**config.mk**
```make
export PLATFORM = sky130hd
export DESIGN_NAME = occupancy_transition_rate_cell_unit
export DESIGN_NICKNAME = d
export VERILOG_FILES = /design/src/rtl/otrc_pkg.sv /design/src/rtl/otrc_div.sv /design/src/rtl/otrc_dp.sv /design/src/rtl/otrc_ctrl.sv /design/src/rtl/occupancy_transition_rate_cell_unit.sv
export SDC_FILE = /design/constraint.sdc
export NUM_CORES = 2
export LEC_CHECK = 0
export BUFFER_PORTS_ARGS = -buffer_cell sky130_fd_sc_hd__buf_2
export CAP_MARGIN = 20
export CORE_UTILIZATION = 55
export CTS_CLUSTER_DIAMETER = 150
export DETAILED_ROUTE_END_ITERATION = 10
export PLACE_DENSITY = 0.78
export REMOVE_ABC_BUFFERS = 1
export SYNTH_ARGS = -nofsm -noshare
export SYNTH_HDL_FRONTEND = slang
export SYNTH_HIERARCHICAL = 1
export SYNTH_SLANG_ARGS = --single-unit
```
**constraint.sdc**
```tcl
create_clock -name i_clk -period 9.5 [get_ports i_clk]
set_input_delay 0 -clock i_clk [delete_from_list [all_inputs] [get_ports i_clk]]
set_output_delay 0 -clock i_clk [all_outputs]
set_load 0.02 [all_outputs]
```
**src/rtl/otrc_pkg.sv**
```systemverilog
// ----------------------------------------------------------------------------
// otrc_pkg
// Shared constants, types and helpers of the occupancy transition rate cell.
// ----------------------------------------------------------------------------
package otrc_pkg;

    localparam int PROB_BITS = 16;
    localparam int EV_W      = 32;
    localparam int RUN_W     = 24;
    localparam int TS_W      = 32;
    localparam int CNT_W     = $clog2(EV_W + 1);

    localparam logic [PROB_BITS:0] P_ONE  = (PROB_BITS + 1)'(1) << PROB_BITS;
    localparam logic [PROB_BITS:0] P_HALF = (PROB_BITS + 1)'(1) << (PROB_BITS - 1);

    localparam int IN_W  = PROB_BITS + TS_W;
    localparam int IN_TW = ((IN_W + 7) / 8) * 8;
    localparam int OUT_W = 4 * (PROB_BITS + 1) + TS_W + EV_W + 1;
    localparam int OUT_TW = ((OUT_W + 7) / 8) * 8;

    typedef enum logic [4:0] {
        S_IDLE, S_EVID, S_HIST_GO, S_HIST_WAIT, S_RUN_GO, S_RUN_WAIT, S_CLOSE,
        S_ACCUM, S_MUL, S_EST, S_ER_GO, S_ER_WAIT, S_XR_GO, S_XR_WAIT,
        S_LT_GO, S_LT_WAIT, S_DONE
    } t_state;

    typedef enum logic [2:0] {
        DS_HIST, DS_RUN, DS_ER, DS_XR, DS_LT
    } t_div_sel;

    typedef struct packed {
        logic     load;
        logic     evid;
        logic     close;
        logic     accum;
        logic     mul;
        logic     est;
        logic     out_load;
        logic     div_start;
        logic     div_cap;
        t_div_sel div_sel;
    } t_cmd;

    typedef struct packed {
        logic trans;
        logic div_done;
        logic out_free;
    } t_stat;

    function automatic logic [EV_W-1:0] sat_ev(input logic [EV_W-1:0] a,
                                               input logic [EV_W-1:0] b);
        logic [EV_W:0] s;
        s = {1'b0, a} + {1'b0, b};
        return s[EV_W] ? {EV_W{1'b1}} : s[EV_W-1:0];
    endfunction

    function automatic logic [RUN_W-1:0] sat_run(input logic [RUN_W-1:0] a);
        return (a == {RUN_W{1'b1}}) ? a : a + RUN_W'(1);
    endfunction

endpackage

```
**src/rtl/otrc_div.sv**
```systemverilog
// ----------------------------------------------------------------------------
// otrc_div
// Shared restoring divider, one quotient bit per cycle, integer or fraction.
// ----------------------------------------------------------------------------
module otrc_div (
    input  logic                          i_clk,
    input  logic                          i_rst_n,
    input  logic                          i_start,
    input  logic                          i_frac,
    input  logic [otrc_pkg::EV_W-1:0]     i_num,
    input  logic [otrc_pkg::EV_W-1:0]     i_den,
    output logic                          o_done,
    output logic [otrc_pkg::EV_W-1:0]     o_quo
);

    logic                           r_busy;
    logic                           r_done;
    logic [otrc_pkg::CNT_W-1:0]     r_cnt;
    logic [otrc_pkg::EV_W-1:0]      r_rem;
    logic [otrc_pkg::EV_W-1:0]      r_dvd;
    logic [otrc_pkg::EV_W-1:0]      r_quo;
    logic [otrc_pkg::EV_W-1:0]      r_den;
    logic [otrc_pkg::EV_W:0]        n_rem2;
    logic                           n_ge;
    logic                           n_quick;

    assign n_rem2  = {r_rem, r_dvd[otrc_pkg::EV_W-1]};
    assign n_ge    = n_rem2 >= {1'b0, r_den};
    assign n_quick = (i_den == '0) || (i_frac && i_num >= i_den);

    always_ff @(posedge i_clk) begin
        if (!i_rst_n) begin
            r_busy <= 1'b0;
            r_done <= 1'b0;
            r_cnt  <= '0;
        end else begin
            if (i_start) begin
                r_done <= n_quick;
                if (!n_quick) begin
                    r_busy <= 1'b1;
                    r_cnt  <= i_frac ? otrc_pkg::CNT_W'(otrc_pkg::PROB_BITS)
                                     : otrc_pkg::CNT_W'(otrc_pkg::EV_W);
                end
            end else if (r_busy) begin
                r_cnt  <= r_cnt - otrc_pkg::CNT_W'(1);
                r_done <= (r_cnt == otrc_pkg::CNT_W'(1));
                if (r_cnt == otrc_pkg::CNT_W'(1)) begin
                    r_busy <= 1'b0;
                end
            end else begin
                r_done <= 1'b0;
            end
        end
    end

    always_ff @(posedge i_clk) begin
        if (i_start) begin
            r_den <= i_den;
            r_rem <= i_frac ? i_num : '0;
            r_dvd <= i_frac ? '0 : i_num;
            if (i_den == '0) begin
                r_quo <= '0;
            end else if (i_frac && i_num >= i_den) begin
                r_quo <= otrc_pkg::EV_W'(otrc_pkg::P_ONE);
            end else begin
                r_quo <= '0;
            end
        end else if (r_busy) begin
            r_rem <= n_ge ? n_rem2[otrc_pkg::EV_W-1:0] - r_den
                          : n_rem2[otrc_pkg::EV_W-1:0];
            r_dvd <= {r_dvd[otrc_pkg::EV_W-2:0], 1'b0};
            r_quo <= {r_quo[otrc_pkg::EV_W-2:0], n_ge};
        end
    end

    assign o_done = r_done;
    assign o_quo  = r_quo;

endmodule

```
**src/rtl/otrc_dp.sv**
```systemverilog
// ----------------------------------------------------------------------------
// otrc_dp
// Datapath: cell state, evidence and run arithmetic, estimate, output register.
// ----------------------------------------------------------------------------
module otrc_dp (
    input  logic                           i_clk,
    input  logic                           i_rst_n,
    input  otrc_pkg::t_cmd                 i_cmd,
    output otrc_pkg::t_stat                o_stat,
    input  logic [otrc_pkg::IN_TW-1:0]     i_s_tdata,
    output logic                           o_m_tvalid,
    input  logic                           i_m_tready,
    output logic [otrc_pkg::OUT_TW-1:0]    o_m_tdata
);

    localparam int PB = otrc_pkg::PROB_BITS;
    localparam int EW = otrc_pkg::EV_W;
    localparam int RW = otrc_pkg::RUN_W;
    localparam int TW = otrc_pkg::TS_W;

    logic [PB-1:0]   r_occ;
    logic [TW-1:0]   r_ts;
    logic [PB:0]     r_w;
    logic            r_is_occ;
    logic            r_trans;

    logic [EW-1:0]   r_occ_ev, r_free_ev, r_entry_tot, r_exit_tot;
    logic [PB-1:0]   r_prev;
    logic [PB:0]     r_est;
    logic [EW-1:0]   r_run_en_res, r_run_ex_res, r_hist_en_res, r_hist_ex_res;
    logic [RW-1:0]   r_run_en_len, r_run_ex_len, r_hist_en_len, r_hist_ex_len;
    logic [TW-1:0]   r_last;

    logic [EW-1:0]   r_old_avg, r_cur_avg;
    logic [2*PB+1:0] r_prod;
    logic            r_neg;
    logic [PB:0]     r_er, r_xr, r_lt;

    logic            r_m_valid;
    logic [PB:0]     r_o_er, r_o_xr, r_o_lt, r_o_est;
    logic [TW-1:0]   r_o_tt;
    logic [EW:0]     r_o_ev;

    logic [PB-1:0]   n_occ;
    logic            n_is_occ;
    logic [EW-1:0]   n_w_ev;
    logic [EW-1:0]   n_credit;
    logic [EW-1:0]   n_div_num, n_div_den;
    logic            n_div_frac;
    logic            w_div_done;
    logic [EW-1:0]   w_div_quo;
    logic [PB:0]     n_occ_x, n_mag;
    logic [2*PB+1:0] n_round;
    logic [PB+1:0]   n_q;
    logic [PB+2:0]   n_up;

    assign n_occ    = i_s_tdata[PB-1:0];
    assign n_is_occ = {1'b0, n_occ} > otrc_pkg::P_HALF;
    assign n_w_ev   = EW'(r_w);
    assign n_occ_x  = {1'b0, r_occ};

    always_comb begin
        if (r_is_occ) begin
            n_credit = (n_w_ev < r_run_en_res) ? n_w_ev : r_run_en_res;
        end else begin
            n_credit = (n_w_ev < r_run_ex_res) ? n_w_ev : r_run_ex_res;
        end
    end

    always_comb begin
        n_div_frac = 1'b1;
        n_div_num  = '0;
        n_div_den  = '0;
        unique case (i_cmd.div_sel)
            otrc_pkg::DS_HIST: begin
                n_div_frac = 1'b0;
                n_div_num  = r_is_occ ? r_hist_en_res : r_hist_ex_res;
                n_div_den  = EW'(r_is_occ ? r_hist_en_len : r_hist_ex_len);
            end
            otrc_pkg::DS_RUN: begin
                n_div_frac = 1'b0;
                n_div_num  = r_is_occ ? r_run_en_res : r_run_ex_res;
                n_div_den  = EW'(r_is_occ ? r_run_en_len : r_run_ex_len);
            end
            otrc_pkg::DS_ER: begin
                n_div_num = r_entry_tot;
                n_div_den = r_free_ev;
            end
            otrc_pkg::DS_XR: begin
                n_div_num = r_exit_tot;
                n_div_den = r_occ_ev;
            end
            otrc_pkg::DS_LT: begin
                n_div_num = EW'(r_er);
                n_div_den = EW'({1'b0, r_er} + {1'b0, r_xr});
            end
            default: begin
                n_div_num = '0;
            end
        endcase
    end

    otrc_div u_div (
        .i_clk   (i_clk),
        .i_rst_n (i_rst_n),
        .i_start (i_cmd.div_start),
        .i_frac  (n_div_frac),
        .i_num   (n_div_num),
        .i_den   (n_div_den),
        .o_done  (w_div_done),
        .o_quo   (w_div_quo)
    );

    assign n_mag   = (n_occ_x < r_est) ? r_est - n_occ_x : n_occ_x - r_est;
    assign n_round = r_prod + (2*PB+2)'(otrc_pkg::P_HALF);
    assign n_q     = n_round[2*PB+1:PB];
    assign n_up    = (PB+3)'(r_est) + (PB+3)'(n_q);

    always_ff @(posedge i_clk) begin
        if (i_cmd.load) begin
            r_occ    <= n_occ;
            r_ts     <= i_s_tdata[PB+TW-1:PB];
            r_is_occ <= n_is_occ;
            r_w      <= n_is_occ ? ({1'b0, n_occ} - otrc_pkg::P_HALF) << 1
                                 : (otrc_pkg::P_HALF - {1'b0, n_occ}) << 1;
            r_trans  <= n_is_occ ? ({1'b0, r_prev} <= otrc_pkg::P_HALF)
                                 : ({1'b0, r_prev} >  otrc_pkg::P_HALF);
        end
        if (i_cmd.div_cap && w_div_done) begin
            unique case (i_cmd.div_sel)
                otrc_pkg::DS_HIST: r_old_avg <= w_div_quo;
                otrc_pkg::DS_RUN:  r_cur_avg <= w_div_quo;
                otrc_pkg::DS_ER:   r_er      <= w_div_quo[PB:0];
                otrc_pkg::DS_XR:   r_xr      <= w_div_quo[PB:0];
                otrc_pkg::DS_LT:   r_lt      <= w_div_quo[PB:0];
                default:           r_lt      <= r_lt;
            endcase
        end
        if (i_cmd.mul) begin
            r_prod <= r_w * n_mag;
            r_neg  <= n_occ_x < r_est;
        end
        if (i_cmd.out_load) begin
            r_o_er  <= r_er;
            r_o_xr  <= r_xr;
            r_o_lt  <= r_lt;
            r_o_est <= r_est;
            r_o_tt  <= r_last;
            r_o_ev  <= {1'b0, r_free_ev} + {1'b0, r_occ_ev};
        end
    end

    always_ff @(posedge i_clk) begin
        if (!i_rst_n) begin
            r_occ_ev      <= EW'(1);
            r_free_ev     <= EW'(1);
            r_entry_tot   <= EW'(1);
            r_exit_tot    <= EW'(1);
            r_prev        <= PB'(otrc_pkg::P_HALF);
            r_est         <= otrc_pkg::P_HALF;
            r_run_en_res  <= '0;
            r_run_ex_res  <= '0;
            r_hist_en_res <= '0;
            r_hist_ex_res <= '0;
            r_run_en_len  <= '0;
            r_run_ex_len  <= '0;
            r_hist_en_len <= '0;
            r_hist_ex_len <= '0;
            r_last        <= '0;
            r_m_valid     <= 1'b0;
        end else begin
            if (i_cmd.out_load) begin
                r_m_valid <= 1'b1;
            end else if (i_m_tready) begin
                r_m_valid <= 1'b0;
            end
            if (i_cmd.evid) begin
                r_prev <= r_occ;
                if (r_is_occ) begin
                    r_occ_ev <= otrc_pkg::sat_ev(r_occ_ev, n_w_ev);
                    if (r_trans) begin
                        r_run_ex_res <= '0;
                        r_run_ex_len <= '0;
                        r_last       <= r_ts;
                    end
                end else begin
                    r_free_ev <= otrc_pkg::sat_ev(r_free_ev, n_w_ev);
                    if (r_trans) begin
                        r_run_en_res <= '0;
                        r_run_en_len <= '0;
                        r_last       <= r_ts;
                    end
                end
            end
            if (i_cmd.close) begin
                if (r_is_occ) begin
                    if (r_cur_avg > r_old_avg) begin
                        r_run_en_res  <= r_cur_avg;
                        r_hist_en_res <= '0;
                        r_hist_en_len <= '0;
                    end else begin
                        r_run_en_res  <= r_old_avg;
                    end
                end else begin
                    if (r_cur_avg > r_old_avg) begin
                        r_run_ex_res  <= r_cur_avg;
                        r_hist_ex_res <= '0;
                        r_hist_ex_len <= '0;
                    end else begin
                        r_run_ex_res  <= r_old_avg;
                    end
                end
            end
            if (i_cmd.accum) begin
                if (r_is_occ) begin
                    r_run_ex_res  <= otrc_pkg::sat_ev(r_run_ex_res, n_w_ev);
                    r_run_ex_len  <= otrc_pkg::sat_run(r_run_ex_len);
                    r_hist_ex_res <= otrc_pkg::sat_ev(r_hist_ex_res, n_w_ev);
                    r_hist_ex_len <= otrc_pkg::sat_run(r_hist_ex_len);
                    r_entry_tot   <= otrc_pkg::sat_ev(r_entry_tot, n_credit);
                    r_run_en_res  <= r_run_en_res - n_credit;
                    r_hist_en_res <= (r_hist_en_res > n_credit)
                                     ? r_hist_en_res - n_credit : '0;
                end else begin
                    r_run_en_res  <= otrc_pkg::sat_ev(r_run_en_res, n_w_ev);
                    r_run_en_len  <= otrc_pkg::sat_run(r_run_en_len);
                    r_hist_en_res <= otrc_pkg::sat_ev(r_hist_en_res, n_w_ev);
                    r_hist_en_len <= otrc_pkg::sat_run(r_hist_en_len);
                    r_exit_tot    <= otrc_pkg::sat_ev(r_exit_tot, n_credit);
                    r_run_ex_res  <= r_run_ex_res - n_credit;
                    r_hist_ex_res <= (r_hist_ex_res > n_credit)
                                     ? r_hist_ex_res - n_credit : '0;
                end
            end
            if (i_cmd.est) begin
                if (r_neg) begin
                    r_est <= ((PB+2)'(r_est) < n_q) ? '0 : r_est - n_q[PB:0];
                end else if (n_up > (PB+3)'(otrc_pkg::P_ONE)) begin
                    r_est <= otrc_pkg::P_ONE;
                end else begin
                    r_est <= n_up[PB:0];
                end
            end
        end
    end

    assign o_stat.trans    = r_trans;
    assign o_stat.div_done = w_div_done;
    assign o_stat.out_free = !r_m_valid || i_m_tready;

    assign o_m_tvalid = r_m_valid;
    assign o_m_tdata  = otrc_pkg::OUT_TW'({r_o_ev, r_o_tt, r_o_est, r_o_lt, r_o_xr, r_o_er});

endmodule

```
**src/rtl/otrc_ctrl.sv**
```systemverilog
// ----------------------------------------------------------------------------
// otrc_ctrl
// Controller: sequences one observation through the datapath steps.
// ----------------------------------------------------------------------------
module otrc_ctrl (
    input  logic             i_clk,
    input  logic             i_rst_n,
    input  logic             i_s_tvalid,
    output logic             o_s_tready,
    input  otrc_pkg::t_stat  i_stat,
    output otrc_pkg::t_cmd   o_cmd
);

    otrc_pkg::t_state r_state;
    otrc_pkg::t_state n_state;

    always_ff @(posedge i_clk) begin
        if (!i_rst_n) begin
            r_state <= otrc_pkg::S_IDLE;
        end else begin
            r_state <= n_state;
        end
    end

    always_comb begin
        n_state = r_state;
        unique case (r_state)
            otrc_pkg::S_IDLE:      if (i_s_tvalid) n_state = otrc_pkg::S_EVID;
            otrc_pkg::S_EVID:      n_state = i_stat.trans ? otrc_pkg::S_HIST_GO
                                                          : otrc_pkg::S_ACCUM;
            otrc_pkg::S_HIST_GO:   n_state = otrc_pkg::S_HIST_WAIT;
            otrc_pkg::S_HIST_WAIT: if (i_stat.div_done) n_state = otrc_pkg::S_RUN_GO;
            otrc_pkg::S_RUN_GO:    n_state = otrc_pkg::S_RUN_WAIT;
            otrc_pkg::S_RUN_WAIT:  if (i_stat.div_done) n_state = otrc_pkg::S_CLOSE;
            otrc_pkg::S_CLOSE:     n_state = otrc_pkg::S_ACCUM;
            otrc_pkg::S_ACCUM:     n_state = otrc_pkg::S_MUL;
            otrc_pkg::S_MUL:       n_state = otrc_pkg::S_EST;
            otrc_pkg::S_EST:       n_state = otrc_pkg::S_ER_GO;
            otrc_pkg::S_ER_GO:     n_state = otrc_pkg::S_ER_WAIT;
            otrc_pkg::S_ER_WAIT:   if (i_stat.div_done) n_state = otrc_pkg::S_XR_GO;
            otrc_pkg::S_XR_GO:     n_state = otrc_pkg::S_XR_WAIT;
            otrc_pkg::S_XR_WAIT:   if (i_stat.div_done) n_state = otrc_pkg::S_LT_GO;
            otrc_pkg::S_LT_GO:     n_state = otrc_pkg::S_LT_WAIT;
            otrc_pkg::S_LT_WAIT:   if (i_stat.div_done) n_state = otrc_pkg::S_DONE;
            otrc_pkg::S_DONE:      if (i_stat.out_free) n_state = otrc_pkg::S_IDLE;
            default:               n_state = otrc_pkg::S_IDLE;
        endcase
    end

    always_comb begin
        o_cmd         = '0;
        o_cmd.div_sel = otrc_pkg::DS_HIST;
        o_s_tready    = 1'b0;
        unique case (r_state)
            otrc_pkg::S_IDLE: begin
                o_s_tready = 1'b1;
                o_cmd.load = i_s_tvalid;
            end
            otrc_pkg::S_EVID:      o_cmd.evid = 1'b1;
            otrc_pkg::S_HIST_GO:   o_cmd.div_start = 1'b1;
            otrc_pkg::S_HIST_WAIT: o_cmd.div_cap = 1'b1;
            otrc_pkg::S_RUN_GO: begin
                o_cmd.div_sel   = otrc_pkg::DS_RUN;
                o_cmd.div_start = 1'b1;
            end
            otrc_pkg::S_RUN_WAIT: begin
                o_cmd.div_sel = otrc_pkg::DS_RUN;
                o_cmd.div_cap = 1'b1;
            end
            otrc_pkg::S_CLOSE:     o_cmd.close = 1'b1;
            otrc_pkg::S_ACCUM:     o_cmd.accum = 1'b1;
            otrc_pkg::S_MUL:       o_cmd.mul = 1'b1;
            otrc_pkg::S_EST:       o_cmd.est = 1'b1;
            otrc_pkg::S_ER_GO: begin
                o_cmd.div_sel   = otrc_pkg::DS_ER;
                o_cmd.div_start = 1'b1;
            end
            otrc_pkg::S_ER_WAIT: begin
                o_cmd.div_sel = otrc_pkg::DS_ER;
                o_cmd.div_cap = 1'b1;
            end
            otrc_pkg::S_XR_GO: begin
                o_cmd.div_sel   = otrc_pkg::DS_XR;
                o_cmd.div_start = 1'b1;
            end
            otrc_pkg::S_XR_WAIT: begin
                o_cmd.div_sel = otrc_pkg::DS_XR;
                o_cmd.div_cap = 1'b1;
            end
            otrc_pkg::S_LT_GO: begin
                o_cmd.div_sel   = otrc_pkg::DS_LT;
                o_cmd.div_start = 1'b1;
            end
            otrc_pkg::S_LT_WAIT: begin
                o_cmd.div_sel = otrc_pkg::DS_LT;
                o_cmd.div_cap = 1'b1;
            end
            otrc_pkg::S_DONE:      o_cmd.out_load = i_stat.out_free;
            default:               o_cmd = '0;
        endcase
    end

endmodule

```
**src/rtl/occupancy_transition_rate_cell_unit.sv**
```systemverilog
// ----------------------------------------------------------------------------
// occupancy_transition_rate_cell_unit
// Top level of one grid cell that tracks occupancy transition rates.
// ----------------------------------------------------------------------------
// The slave channel takes one observation per beat: an occupancy probability
// and a timestamp. The master channel returns one result beat per observation
// with the entry and exit rates, the long-term occupancy, the running
// estimate, the last transition time and the evidence total.
// One observation is processed at a time. Three fraction divisions on the
// shared bit-serial divider set the pace. An observation that flips the
// occupied/free state first needs two 32-bit run average divisions on the
// same divider. The result sits in an output register; the slave side is
// ready again as soon as the result is loaded. When the receiver stalls, the
// next result is held in the datapath and the controller waits, with the
// slave side not ready, until the output register frees up.
// Reset is synchronous and active low; it restores the cell state to its
// initial values and drops the output valid.
// ----------------------------------------------------------------------------
module occupancy_transition_rate_cell_unit (
    input  logic                            i_clk,
    input  logic                            i_rst_n,
    input  logic                            i_s_tvalid,
    output logic                            o_s_tready,
    // Fields from bit 0: occupancy probability, timestamp.
    input  logic [otrc_pkg::IN_TW-1:0]      i_s_tdata,
    output logic                            o_m_tvalid,
    input  logic                            i_m_tready,
    // Fields from bit 0: entry_rate, exit_rate, long_term_prob,
    // estimated_prob, transition_time, evidence_total.
    output logic [otrc_pkg::OUT_TW-1:0]     o_m_tdata
);

    otrc_pkg::t_cmd  w_cmd;
    otrc_pkg::t_stat w_stat;

    otrc_ctrl u_ctrl (
        .i_clk      (i_clk),
        .i_rst_n    (i_rst_n),
        .i_s_tvalid (i_s_tvalid),
        .o_s_tready (o_s_tready),
        .i_stat     (w_stat),
        .o_cmd      (w_cmd)
    );

    otrc_dp u_dp (
        .i_clk      (i_clk),
        .i_rst_n    (i_rst_n),
        .i_cmd      (w_cmd),
        .o_stat     (w_stat),
        .i_s_tdata  (i_s_tdata),
        .o_m_tvalid (o_m_tvalid),
        .i_m_tready (i_m_tready),
        .o_m_tdata  (o_m_tdata)
    );

`ifndef ASSERT_OFF
    a_one_at_a_time: assert property (@(posedge i_clk) disable iff (!i_rst_n)
        (i_s_tvalid && o_s_tready) |=> !o_s_tready)
        else $error("accepted a second observation while one is in flight");

    a_no_overwrite: assert property (@(posedge i_clk) disable iff (!i_rst_n)
        w_cmd.out_load |-> w_stat.out_free)
        else $error("result loaded over an untaken result");

    a_est_range: assert property (@(posedge i_clk) disable iff (!i_rst_n)
        o_m_tvalid |-> (o_m_tdata[67:51] <= 17'd65536))
        else $error("estimate above one");
`endif

endmodule
```
Yosys cells after proc, flatten, opt, wreduce, memory -nomap -nowiden --
Cells that the tools add are included.
Word-level totals: register bits after elaboration 909, input bits 52, output and inout bits 138
Operators by class: $add $sub $neg 27, multipliers 1, magnitude comparators 13, equal/unequal tests 38, muxes and demuxes 117, bitwise logic cells 1, reductions and logical operators 34
Operators by type and width (count):
- $mux W32 | 48
- $mux W24 | 26
- $pmux W32 S5 | 2
- $add A32 B17 Y33 | 6
- $sub A32 B32 Y32 | 5
- $mux W17 | 7
- $add A32 B32 Y33 | 3
- $add A24 B1 Y24 const B | 4
- $eq A24 B24 Y1 const B | 4
- $gt A32 B32 Y1 | 3
- $pmux W5 S17 | 1
- $lt A17 B32 Y1 | 2
- $eq A5 B4 Y1 const B | 8
- $mux W5 | 7
- $add A34 B16 Y34 const B | 1
- $mul A17 B17 Y34 | 1
- $ge A33 B32 Y1 | 1
- $ge A32 B32 Y1 | 1
- $gt A16 B16 Y1 const B | 2
- $logic_not A32 Y1 | 1
- $mux W6 | 4
- $reduce_and A2 Y1 | 11
- $eq A5 B3 Y1 const B | 4
- $mux W1 | 20
- 36 further kinds | 59

Logic depth before layout (Yosys ltp) --
depth in word-level cells 10, gate-level depth with buffers 39

By module --
The synthesis kept the hierarchy.
Modules (own cells, without submodules):
- otrc_dp | times used 1, cells an instance 7158, area each 62003.2 um2, sequential area each 18367.6 um2
- otrc_div | times used 1, cells an instance 775, area each 8319.2 um2, sequential area each 4003.8 um2
- otrc_ctrl | times used 1, cells an instance 59, area each 456.7 um2, sequential area each 100.1 um2

Worst setup path before layout --
No wires, ideal clock.
path type reg2reg, start reg u_dp.r_occ[6], end reg u_dp.r_prod[33], data pin, library setup time 260 ps, data arrival time 8983 ps, required time 9240 ps, slack 257 ps, cell stages (with the launch flop) 39, clock period less this slack 9243 ps, cell sequence edfxtp_1 inv_1 ha_1 buf_2 a21o_1 a21o_1 a21o_1 a2111oi_2 a21oi_1 nor2_2 mux2_2 a221oi_1 o21ai_1 xor2_1 buf_2 nand2_1 fa_1 inv_1 [... 3 more ...] inv_1 fa_1 fa_1 inv_1 fa_1 inv_1 ha_1 a21o_1 a21o_1 a21oi_1 o32ai_1 a311oi_2 a21oi_1 a41o_1 o41a_1 a21o_1 a21oi_1 xnor2_1
On the way: cells in the longest elaborated chain, start to end 3, elaborated cells between the ends (all ways) 5, those cells by class add/sub (2); mul (1); order compare (1); mux (1)
RTL lines:
- start, declared | line otrc_dp.sv:21 | logic [PB-1:0] r_occ;
- start signal, assigned | line otrc_dp.sv:121 | r_occ <= n_occ;
- $sub A16 B17 Y17 (tied with other cells) | line otrc_dp.sv:114 | assign n_mag = (n_occ_x < r_est) ? r_est - n_occ_x : n_occ_x - r_est;
- $mux W17 * | line otrc_dp.sv:114
- $mul A17 B17 Y34 * | line otrc_dp.sv:140 | r_prod <= r_w * n_mag;
- end signal, assigned | line otrc_dp.sv:140
- end, declared | line otrc_dp.sv:35 | logic [2*PB+1:0] r_prod;
Every way passes the cells marked *; elsewhere a longest branch is shown, timed or not. A chain may end at the register's enable or synchronous reset.

Worst setup path after layout --
Ends and elaborated chain as after synthesis.

==> flow_summary.json <==
{
  "status": "finished, final reports clean",
  "core_um2": 128000,
  "synth_top_area_cell": "edfxtp_1",
  "dp_hpwl_um": 173000,
  "synth_fa_ha_area_frac": 0.177,
  "post-route-period-util": 0.970,
  "place_area_um2": 73800,
  "gp_congestion": 0.996,
  "cts-root-buf": "clkbuf_16",
  "rr_worst_depth": 35,
  "holdWs_ps": 83.4,
  "hold_viol": 0,
  "synth.area.top_cells": "edfxtp_1, dfxtp_1, ha_1, fa_1, a21oi_1",
  "slowest_delay_ps": 550,
  "htreeDepth": 3,
  "grt_util_all_layers": 0.348,
  "max_cap_violations": 0,
  "overflow": 0,
  "first_global_vias": 61000,
  "synth-simple-area-share": 0.153,
  "seq_area_frac_synth": 0.317,
  "viasPerCell": 6.45,
  "die_x_um": 361,
  "vias": 64500,
  "numCtsBuffers": 100,
  "port_buffers": 186,
  "slew_headroom": 0.0257,
  "synth_mux_area_frac": 0.0293,
  "drt-total-wl_um": 234000,
  "fin_skew_ps": 101,
  "synth_cells": 7992,
  "drv_slew": 0,
  "die_y_um": 361,
  "holdCritPathClass": "primary input to flip-flop",
  "r2r_setup_slack_ps": 280,
  "pin_count": 190,
  "antenna_found_initial": 12,
  "path_max_fanout": 7,
  "timing.rr.start": "u_dp/r_occ[6]",
  "synth_area_um2": 70800,
  "die_area_um2": 130000,
  "synth_common_cells": "a21oi_1, nand2_1, ha_1",
  "synth_compound_area_frac": 0.219,
  "synthToLayoutAreaGrowth_pct": 11.3,
  "grt_pass1_wl_um": 354000,
  "dr.first_iter.drc_count": 7823,
  "holdPathStages": 2,
  "utilization": 0.617,
  "drive_gt1_frac": 0.0857,
  "cts_tree": "done",
  "synthArstFlopShare": 0,
  "tns_ps": 0,
  "nets": 9167,
  "crit_top_cell": "fa_1",
  "startpoint_type": "flip-flop",
  "synth_top_cell_area_share": 0.196,
  "synth_top_family_by_area": "compound AO/OA/AOI/OAI gates",
  "initial_core_util": 0.554,
  "reg2reg_to": "u_dp/r_prod[33]",
  "hold_end": "u_dp/r_occ[11]",
  "synth-main-ff-cell": "edfxtp_1",
  "drc_errors": 0,
  "cp-end-kind": "flip-flop",
  "required_ps": 9920,
  "hold_start": "i_s_tdata[11]",
  "synth.distinct_cells": 109,
  "synth_most_common_cell": "a21oi_1",
  "grt_max_degree": 145,
  "design_area_um2": 78700,
  "wl_per_cell_um": 23.4,
  "setup_viol": 0,
  "arrival_ps": 9640,
  "synth_area_per_cell_um2": 8.86,
  "drt_pass1_iterations": 6,
  "crit_type": "flip-flop to flip-flop",
  "fmax_mhz": 108,
  "clock_path_buffers": 3,
  "antenna_left": 0,
  "synth-edff-count": 461,
  "ys_warn_count": 6,
  "fin_crit_ps": 9220,
  "clk_pin_slew_worst_paths_ps": 60,
  "ys_ff_latch": 892,
  "synth-xor-area-share": 0.0500,
  "placementRows": 131,
  "tightest_slew_ps": 1460,
  "crit_slowest_cell": "fa_1",
  "clock_latency_ps": 770,
  "cts_sinks": 892
}
## per-layer routing
metal,track usage,share of wire
met1,0.466,0.41
met2,0.534,0.43
met4,0.182,0.057
met5,0,0.00045
met3,0.0671,0.10
## worst max-delay path by stage
stage	start	to	slack [ps]
final	u_dp/r_occ[6]	u_dp/r_prod[33]	280
after global routing	u_dp/r_est[5]	u_dp/r_prod[33]	-50
after CTS	u_dp/r_occ[5]	u_dp/r_prod[33]	40
after detailed placement	u_dp/r_occ[6]	u_dp/r_prod[33]	30
after global placement	u_dp/r_occ[6]	u_dp/r_prod[33]	140
after floorplan	u_ctrl/r_state[1]	u_dp/u_div/r_dvd[10]	-2140
## cells in the final DEF (no fill, tap or decap), types with 34 or more instances in the layout
| cell type | instances |
|---|---|
| a211oi_1 | 85 |
| a21o_1 | 198 |
| a21oi_1 | 775 |
| a221oi_1 | 36 |
| a22o_1 | 52 |
| a22oi_1 | 37 |
| a31oi_1 | 82 |
| and2_1 | 147 |
| and3_1 | 93 |
| buf_2 | 186 |
| buf_4 | 137 |
| clkbuf_16 | 102 |
| conb_1 | 91 |
| dfxtp_1 | 431 |
| dlygate4sd3_1 | 86 |
| edfxtp_1 | 461 |
| fa_1 | 226 |
| ha_1 | 637 |
| inv_1 | 613 |
| mux2i_1 | 134 |
| nand2_1 | 650 |
| nand2b_1 | 102 |
| nand3_1 | 181 |
| nand3b_1 | 34 |
| nand4_1 | 83 |
| nor2_1 | 512 |
| nor2b_1 | 98 |
| nor3_1 | 113 |
| nor4_1 | 43 |
| o211ai_1 | 61 |
| o21a_1 | 92 |
| o21ai_0 | 536 |
| o21ai_1 | 35 |
| o21bai_1 | 63 |
| o221ai_1 | 34 |
| o22ai_1 | 36 |
| or3_1 | 51 |
| xnor2_1 | 246 |
| xor2_1 | 152 |
## area by class of cell
| cell class | instances | area [µm²] |
|---|---|---|
| Antenna cell | 6 | 15.0 |
| Clock buffer | 123 | 2720 |
| Clock inverter | 65 | 830 |
| Fill cell | 10700 | 48900 |
| Inverter | 614 | 2310 |
| Multi-Input combinational cell | 6213 | 45200 |
| Sequential cell | 892 | 22500 |
| Tap cell | 1662 | 2080 |
| Timing Repair Buffer | 426 | 3100 |
## cells by family after synthesis
group,after synthesis
AO/OA/AOI/OAI,2436
XOR/XNOR,404
adder cells (fa/ha/maj),868
buffers and inverters,976
flip-flops,892
multiplexers,184
other,2
AND/OR/NAND/NOR,2230
## through the flow
step	cells	worst slack (ps)
after floorplan	7719	-2140
after global placement	9698	144
after CTS	9974	43.1
after detailed placement	9700	32.1
final	10000	282
after global routing	9995	-45.6
## flip-flops by register name (all words and copies together) (netlist names), 24 cells and up
signal / cells
u_dp/u_div/r_dvd: 32
u_dp/r_run_ex_res: 32
u_dp/r_hist_ex_res: 32
u_dp/u_div/r_rem: 32
u_dp/r_cur_avg: 32
u_dp/r_last: 32
u_dp/r_hist_en_len: 24
u_dp/r_old_avg: 32
u_dp/r_ts: 32
u_dp/r_free_ev: 32
u_dp/r_run_en_res: 32
u_dp/r_hist_en_res: 32
u_dp/r_exit_tot: 32
u_dp/u_div/r_den: 32
u_dp/r_occ_ev: 32
u_dp/r_run_ex_len: 24
u_dp/r_o_tt: 32
u_dp/r_hist_ex_len: 24
u_dp/r_o_ev: 33
u_dp/r_entry_tot: 32
u_dp/u_div/o_quo: 32
u_dp/r_run_en_len: 24
## repair_timing
item                                    in CTS  in global routing
cloned                                       0                  2
buffers inserted                             0                 14
resized for setup                            6                 47
pin swaps                                    1                 20
endpoints found under the setup margin       2                  6
endpoints found under the hold margin      193                  0
hold buffers                                86                  0
## critical path: cells and delay by family, from the launching register on
family / cells / cell delay (ps)
multiplexers: 1 / 350
AND/OR/NAND/NOR: 2 / 350
XOR/XNOR: 2 / 170
AO/OA/AOI/OAI: 15 / 3430
adder cells (fa/ha/maj): 8 / 3570
buffers and inverters: 7 / 610
flip-flops: 1 / 380
Power is left out: the tool's default activity adds up to more than one toggle a clock period on the data nets, which glitch-free logic cannot reach.
